**src/rtl/mbt_pkg.sv**
```systemverilog
// types, codes and constants shared by the marker boundary table
`timescale 1ns / 1ps

package mbt_pkg;

   // field widths fixed by the item format
   localparam int COORD_BITS  = 12;
   localparam int IDX_W       = 6;
   localparam int CNT_OUT_W   = 7;
   localparam int BND_W       = 16;
   localparam int RATE_W      = 10;
   localparam int RATIO_W     = 9;

   // arithmetic unit width, wide enough for the merge threshold
   localparam int ALU_W       = 20;
   localparam int FRAC_BITS   = 8;
   localparam int RND_BIAS    = 1 << (FRAC_BITS - 1);

   // saturation limits of a stored boundary
   localparam logic signed [ALU_W-1:0] SAT_HI = ALU_W'((1 << (BND_W - 1)) - 1);
   localparam logic signed [ALU_W-1:0] SAT_LO = ALU_W'(-(1 << (BND_W - 1)));

   // register port
   localparam int CSR_W       = 32;
   localparam int CSR_AW      = 3;
   localparam logic [RATE_W-1:0]  RATE_RESET  = RATE_W'(0);
   localparam logic [RATIO_W-1:0] RATIO_RESET = RATIO_W'(205);

   typedef enum logic [0:0] {
      REG_BUFFER_RATE,
      REG_MERGE_RATIO
   } reg_index_type;

   typedef enum logic [2:0] {
      OP_LOAD    = 3'd0,
      OP_MERGE   = 3'd1,
      OP_READ    = 3'd2,
      OP_NEAREST = 3'd3,
      OP_CLEAR   = 3'd4
   } op_type;

   typedef enum logic [1:0] {
      STAT_OK,
      STAT_FULL,
      STAT_RANGE,
      STAT_EMPTY
   } status_type;

   typedef enum logic [2:0] {
      ALU_MUL_RND,
      ALU_ADD,
      ALU_SUB,
      ALU_ABSDIFF,
      ALU_AVG
   } alu_mode_type;

   typedef enum logic [3:0] {
      S_IDLE,
      S_DISPATCH,
      S_LD_MUL,
      S_LD_LO,
      S_LD_SUM,
      S_LD_HI,
      S_RD_DATA,
      S_MG_SPAN,
      S_MG_THR,
      S_MG_RD,
      S_MG_CMP,
      S_MG_AVG,
      S_NR_SCAN,
      S_RESP
   } state_type;

   typedef struct packed {
      logic [2:0]            operation;
      logic                  axis;
      logic                  side;
      logic [COORD_BITS-1:0] position;
      logic [COORD_BITS-1:0] extent;
      logic [IDX_W-1:0]      index;
   } req_type;

   typedef struct packed {
      logic signed [BND_W-1:0] boundary;
      logic [IDX_W-1:0]        found_index;
      logic [CNT_OUT_W-1:0]    entry_count;
      logic [1:0]              status;
   } rsp_type;

endpackage

```
**src/rtl/mbt_alu.sv**
```systemverilog
// shared arithmetic unit: rounded multiply, add, subtract, distance, average
`timescale 1ns / 1ps

module mbt_alu import mbt_pkg::*; (
   input  alu_mode_type            mode,
   input  logic signed [ALU_W-1:0] op_a,
   input  logic signed [ALU_W-1:0] op_b,
   input  logic signed [ALU_W-1:0] op_c,
   output logic signed [ALU_W-1:0] res,
   output logic                    lt
);

   logic signed [2*ALU_W-1:0] prod;
   logic signed [2*ALU_W-1:0] prod_rnd;
   logic signed [ALU_W-1:0]   diff;
   logic signed [ALU_W-1:0]   sum;

   // fixed point product, rounded half up
   assign prod     = op_a * op_b;
   assign prod_rnd = (prod + (2*ALU_W)'(RND_BIAS)) >>> FRAC_BITS;
   assign diff     = op_a - op_b;
   assign sum      = op_a + op_b;

   always_comb begin
      unique case (mode)
         ALU_MUL_RND: res = prod_rnd[ALU_W-1:0];
         ALU_ADD:     res = sum;
         ALU_SUB:     res = diff;
         ALU_ABSDIFF: res = (diff < 0) ? -diff : diff;
         ALU_AVG:     res = sum >>> 1;
         default:     res = sum;
      endcase
   end

   // compare against the third operand
   assign lt = (res < op_c);

endmodule

```
**config.mk**
```make
export PLATFORM = sky130hd
export DESIGN_NAME = mbt_alu
export DESIGN_NICKNAME = d
export VERILOG_FILES = /design/src/rtl/mbt_pkg.sv /design/src/rtl/mbt_alu.sv
export SDC_FILE = /design/constraint.sdc
export NUM_CORES = 1
export LEC_CHECK = 0
export ABC_AREA = 1
export BUFFER_PORTS_ARGS = -buffer_cell sky130_fd_sc_hd__buf_2
export CAP_MARGIN = 20
export CORE_MARGIN = 5
export CORE_UTILIZATION = 40
export DETAILED_ROUTE_END_ITERATION = 10
export PLACE_DENSITY = 0.57
export RECOVER_POWER = 25
export SYNTH_ARGS = -nofsm -noshare
export SYNTH_HDL_FRONTEND = slang
export SYNTH_SLANG_ARGS = --single-unit
```
**constraint.sdc**
```tcl
create_clock -name vclk -period 7.6
set_input_delay 0.76 -clock vclk [all_inputs]
set_output_delay 0.76 -clock vclk [all_outputs]
set_load 0.02 [all_outputs]
```
==> results of run 1 <==
==> layout make-up <==
type                            count  area share
Inverter                          706      0.1348
Tap cell                          518     0.03292
Timing Repair Buffer              336      0.1471
Multi-Input combinational cell   1577      0.6852
==> cell families (layout without fill, tap and decap cells) <==
group	Yosys count	in the layout	share of synthesized area
AOI/OAI and AO/OA	194	194	0.07058
buffers and inverters	791	1042	0.1911
adders and majority gates	429	429	0.4755
xor gates and xnor gates	41	41	0.02332
and+or+nand+nor	913	913	0.2394
==> metal layers <==
metal  up-vias  global-route usage  wire, um
met5         -                   0         7
li1       7398                   -         -
met2       467              0.4200     25560
met3        91             0.02741      3251
met4         2             0.06229      1753
met1      7428              0.3484     24250
==> path summary, 6_finish.rpt <==
kind / start / to / slack, ps / cells past startpoint
max: op_a[9] / lt / -890 / 42
min: mode[1] / res[0] / 2160 / 6
==> worst max-delay path, delay by kind of cell <==
kind	cells	cell delay [ps]
compound gates	2	270
fa+ha+maj	9	3920
buf+inv	16	1340
simple gates	15	1420
==> what timing repair did <==
item / CTS / global route
pin swaps: 62 / 68
gates resized for setup: 167 / 129
hold endpoints to repair: 0 / 0
gates cloned: 2 / 0
buffers inserted: 12 / 17
setup endpoints to repair: 16 / 18
==> layout by cell type, fill, tap and decap left out, drive strengths merged, types with 14 or more instances in the layout <==
cell and instances:
a21oi 88, buf 333, fa 281, ha 148, inv 704, nand2 646
nand3 99, nand4 23, nor2 109, nor3 17, o21ai 56, xnor2 14
xor2 27
==> through the flow <==
step / util / cells / setup TNS, ps
floorplan: - / 2368 / -537.4
global placement: 0.4756 / 3113 / -4640
detailed placement: 0.4756 / 3113 / -4919
CTS: 0.4938 / 3123 / -1390
global route: 0.5082 / 3137 / -4519
finish: 0.5082 / 3137 / -1683
==> flow_summary.toml, run 1 <==
[die]
design.portCount = 84
placementRows = 72
floorplan.die_area_um2 = 43370
die-width_um = 208.3
core_area_um2 = 38740
floorplan.initialDensity = 0.4059
dieHeight_um = 208.3

[logic_synthesis]
synth_area_um2 = 15720
synth_most_common_cell = "inv_1"
yosysUniqueCellTypes = 52
synth.yosys.warnings = 0
yosys-top-cells-area = "fa_1 (36%), inv_1 (17%), nand2_1 (15%)"
synth_area_per_cell_um2 = 6.640
post_synthesis_net_count = 2860
seq_area_frac_synth = 0
synthCells = 2368
synth_area_leader_cell = "fa_1"
synth_top_cells_by_count = "inv_1 (697), nand2_1 (628), fa_1 (281)"
synth_top_area_frac = 0.3578

[routing]
avgRoutedWirePerCell_um = 17.48
detailedRoute.firstIterationViolations = 1039
drc = 0
drt_pre_antenna_iters = 5
vias = 15390
routed_wirelength_um = 54820
route.antenna.remaining_nets = 0
route.detailed.vias_per_inst = 4.905

[sta]
timing.final.crit_period_ps = 8494
rsz0062_at_grt = "yes"
worst_slack_ps = -893.8
clock.fmax_mhz = 117.7
number_of_max_slew_violations_in_the_final_report = 0
min_period_over_period = 1.118
slew_headroom = 0.2356
worst_hold_slack_ps = 2160
timing.final.setup_violations = 6
worstMarginPinSlew_ps = 1142
final_count_of_hold_timing_violations = 0

[run]
cap_viol_max_count = 0

[layout]
final_net_count = 3113
post_layout_instance_area_um2 = 19690
post_route_cells_drive_above_1_share = 0.2096
flow.area_growth_from_synthesis_pct = 25.21
fill_cells = 3940
layout.clock_buffers = 0
area_used_by_multi_input_combinational_logic_um2 = 13490
antennaDiodeCount = 0
seq_area_um2 = 0
seq_cell_count = 0

[worst_setup_path]
crit_path_end_kind = "primary output"
critPathLaunchType = "input port"
critical_path.max_stage_delay_ps = 520
worst_path_class_setup = "input port to primary output"
timing.critical_path.arrival_ps = 7730
critical_path_peak_fanout = 6
cpMaxStageDelayCell = "fa_1"
required_ps = 6840

[grt]
grtUsageTotal = 0.2505
grt_overflow = 0
pin_count_of_the_biggest_net_entering_global_routing = 27
grt_first_pass_wirelength_um = 87230
grt_antenna_before_repair = 1
grt_pass1_vias = 16020

[placement]
io_buffer_count = 84
detailedPlace.worstSlack_ps = -1236
dpl_cell_area_um2 = 18430
detailedPlacementHpwl_um = 46900
globalplace.congestion = 0.9576

[clocking]
cts-hold-fix-buffers = 0

[status]
failing_checks = "setup timing"
run_status = "finished with violations"

[hold_path]
hp-class = "input port to primary output"
Power of run 1 is left out: the tool's default activity adds up to more than one toggle a clock period on the data nets, which glitch-free logic cannot reach.
==> run 2, diff against run 1 <==
==> constraint.sdc (replaced) <==
create_clock -name vclk -period 7.6
set_input_delay 1.52 -clock vclk [all_inputs]
set_output_delay 1.52 -clock vclk [all_outputs]
set_load 0.02 [all_outputs]
==> flow_summary.toml, run 2 (synthesis gave the netlist of run 1 again) <==
[die]
dieHeight_um = 208.3
core_area_um2 = 38740
die-width_um = 208.3
floorplan.initialDensity = 0.4059
floorplan.die_area_um2 = 43370
design.portCount = 84
placementRows = 72

[layout]
fill_cells = 3787
mostFrequentLayoutCells = "inv_1 (634), nand2_1 (562), fa_1 (263)"
final_core_utilization = 0.5469
area_used_by_multi_input_combinational_logic_um2 = 14190
seq_cell_count = 0
final_net_count = 3174
seq_area_um2 = 0
layout.clock_buffers = 0
mostFrequentLayoutCell = "inv_1"
flow.area_growth_from_synthesis_pct = 34.73
post_route_cells_drive_above_1_share = 0.2757

[sta]
slew_headroom = 0.3805
clock.fmax_mhz = 98.96
min_period_over_period = 1.330
worstMarginPinSlew_ps = 928.3
rsz0062_at_grt = "yes"
timing.setup.tns_ps = -27050
timing.final.setup_violations = 21
worst_slack_ps = -2505
number_of_max_slew_violations_in_the_final_report = 0
final_count_of_hold_timing_violations = 0
timing.final.crit_period_ps = 10110

[routing]
drc = 0
routed_wirelength_um = 56820
route.antenna.remaining_nets = 0
detailedRoute.firstIterationViolations = 949
vias = 15650
avgRoutedWirePerCell_um = 17.75
drt_pre_antenna_iters = 6
route.detailed.vias_per_inst = 4.889

[worst_setup_path]
cpMaxStageDelayCell = "fa_1"
critical_path_buf_inv_count = 9
worst_path_class_setup = "input port to primary output"
critical_path.top_delay_family = "adder cells"
required_ps = 6080
critical_path_peak_fanout = 6
timing.critical_path.arrival_ps = 8590
critPathLaunchType = "input port"
critical_path.max_stage_delay_ps = 590
crit_path_end_kind = "primary output"
critical_path.most_common_cell = "fa_1"

[grt]
grt_overflow = 0
pin_count_of_the_biggest_net_entering_global_routing = 27
grt_pass1_vias = 16380
grt_antenna_before_repair = 3
grtUsageTotal = 0.2553
grt_first_pass_wirelength_um = 88400

[status]
failing_checks = "setup timing"
run_status = "finished with violations"

[placement]
detailedPlacementHpwl_um = 48160
globalplace.congestion = 0.9357
io_buffer_count = 84

[hold_path]
hp-class = "input port to primary output"

[run]
cap_viol_max_count = 0
[run 2: cell types whose count changed in the layout (fill, tap and decap cells not counted), sizes merged]
cell and change:
clkbuf +1, diode +3, clkinv -1, buf +60, inv +1
[run 2: routing by layer]
metal,wire (um),track usage,vias up
met5,7,0,-
met4,2212,0.07565,2
met3,2600,0.01898,103
met2,27580,0.4419,421
met1,24420,0.3439,7600
li1,-,-,7523
[run 2: final cells by class]
class | count | area share
inverter | 706 | 0.1256
multi-input combinational | 1577 | 0.6699
tap | 518 | 0.03059
timing repair buffer | 397 | 0.1736
antenna | 3 | 0.0003544
[run 2: timing repair]
item,4_1_cts,5_1_grt
pin swaps,84,117
gates resized for setup,241,186
cloned,2,4
hold buffers,0,0
setup endpoints to repair,21,21
setup buffers,38,27
[run 2: path summary, 6_finish.rpt]
path	from	to	slack, ps	cells after the start
setup / recovery	op_a[13]	lt	-2510	37
hold / removal	mode[1]	res[0]	3560	6
[run 2: per-stage QoR]
step	instance area, um2	setup WS (ps)	hold slack (ps)	instances
after floorplan	16490	-1940	3344	2368
after global placement	19160	-2815	3568	3143
after detailed placement	19160	-2838	3582	3143
after CTS	20380	-2473	3536	3183
after global routing	21180	-2849	3621	3200
final	21190	-2505	3564	3201
Power of run 2 is left out for the same reason.
==> run 3, diff against run 2 <==
Settings changed: CORE_ASPECT_RATIO set to 1.25, CORE_MARGIN 5 to 2, GPL_TIMING_DRIVEN set to 0.
==> flow_summary.toml, run 3 (synthesis gave the netlist of run 1 again) <==
[worst_setup_path]
required_ps = 6080
worst_path_class_setup = "input port to primary output"
timing.critical_path.arrival_ps = 8850
critical_path_peak_fanout = 10
critical_path.max_stage_delay_ps = 550
crit_path_end_kind = "primary output"
critical_path.most_common_cell = "fa_1"
critPathLaunchType = "input port"
cpMaxStageDelayCell = "fa_1"

[placement]
detailedPlace.worstSlack_ps = -3357
globalplace.congestion = 0.9268
detailedPlacementHpwl_um = 49050
io_buffer_count = 83
place_inst = 2949

[status]
failing_checks = "setup timing"
run_status = "finished with violations"

[routing]
route.antenna.remaining_nets = 0
avgRoutedWirePerCell_um = 19.76
drt_pre_antenna_iters = 5
route.detailed.vias_per_inst = 5.058
detailedRoute.firstIterationViolations = 1048
routed_wirelength_um = 59930
vias = 15340
drc = 0

[hold_path]
worst_hold_path.num_cells = 5
hp-class = "input port to primary output"

[grt]
grt_pass1_vias = 15630
grt_overflow = 0
grtUsageTotal = 0.2893
pin_count_of_the_biggest_net_entering_global_routing = 14
grt_first_pass_wirelength_um = 89230
grt_antenna_before_repair = 0

[layout]
mostFrequentLayoutCells = "inv_1 (632), nand2_1 (563), fa_1 (268)"
final_core_utilization = 0.5128
seq_area_um2 = 0
flow.area_growth_from_synthesis_pct = 26.91
post_layout_nonfiller_instances = 3032
post_route_cells_drive_above_1_share = 0.2257
mostFrequentLayoutCell = "inv_1"
seq_cell_count = 0
final_net_count = 3028
layout.clock_buffers = 0
fill_cells = 3888
antennaDiodeCount = 0

[die]
core_area_um2 = 38920
placementRows = 81
floorplan.die_area_um2 = 40920
die-width_um = 181.3
design.portCount = 84
dieHeight_um = 225.7
floorplan.initialDensity = 0.4040

[sta]
final_count_of_hold_timing_violations = 0
timing.final.crit_period_ps = 10370
worst_slack_ps = -2769
timing.final.setup_violations = 21
rsz0062_at_grt = "yes"
clock.fmax_mhz = 96.44
worstMarginPinSlew_ps = 928.3
min_period_over_period = 1.364
slew_headroom = 0.3789
number_of_max_slew_violations_in_the_final_report = 0

[run]
cap_viol_max_count = 0
[run 3: changes by cell type in the layout (fill, tap and decap cells not counted), moves of 12 or more]
cell / delta
buf_2: +18
buf_6: -30
buf_8: +13
clkbuf_16: +20
buf_12: -19
buf_4: -172
clkbuf_8: +12
[run 3: critical path: cells and delay by family]
family | cells | cell delay [ps]
AOI/OAI and AO/OA | 6 | 900
and+or+nand+nor | 13 | 1210
adders and majority gates | 9 | 4120
buffers and inverters | 10 | 1050
[run 3: per-layer routing]
metal,GRT usage,vias up,wire length [um],part of all wire
li1,-,7222,-,-
met1,0.3414,7472,23310,0.39
met2,0.5305,511,30170,0.50
met3,0.02193,131,2737,0.046
met4,0.1416,0,3713,0.062
met5,0,-,0,0
[run 3: stage by stage]
stage | hold slack [ps] | area, um2 | TNS, ps
CTS | 3563 | 19040 | -29560
floorplan | 3344 | 16490 | -14030
global placement | 3574 | 17520 | -38960
global route | 3573 | 19960 | -34410
finish | 3520 | 19960 | -30240
detailed placement | 3577 | 17520 | -39370
[run 3: worst paths after layout]
kind,from,end,slack (ps)
max,op_b[5],lt,-2770
min,mode[2],res[0],3520
[run 3: final cells by class]
class | instances | area [um2] | share of cell area
buffer | 83 | 1206 | 0.06044
multi-input combinational | 1577 | 14010 | 0.7022
inverter | 706 | 2663 | 0.1334
tap | 498 | 623.1 | 0.03122
timing repair buffer | 168 | 1451 | 0.07273
[run 3: what timing repair did]
item / 4_1_cts / 5_1_grt
resized for setup: 258 / 216
endpoints found under the setup margin: 21 / 21
buffers inserted: 48 / 36
cloned: 2 / 1
hold buffers: 0 / 0
pin swaps: 69 / 135
endpoints found under the hold margin: 0 / 0
Power of run 3 is left out for the same reason.
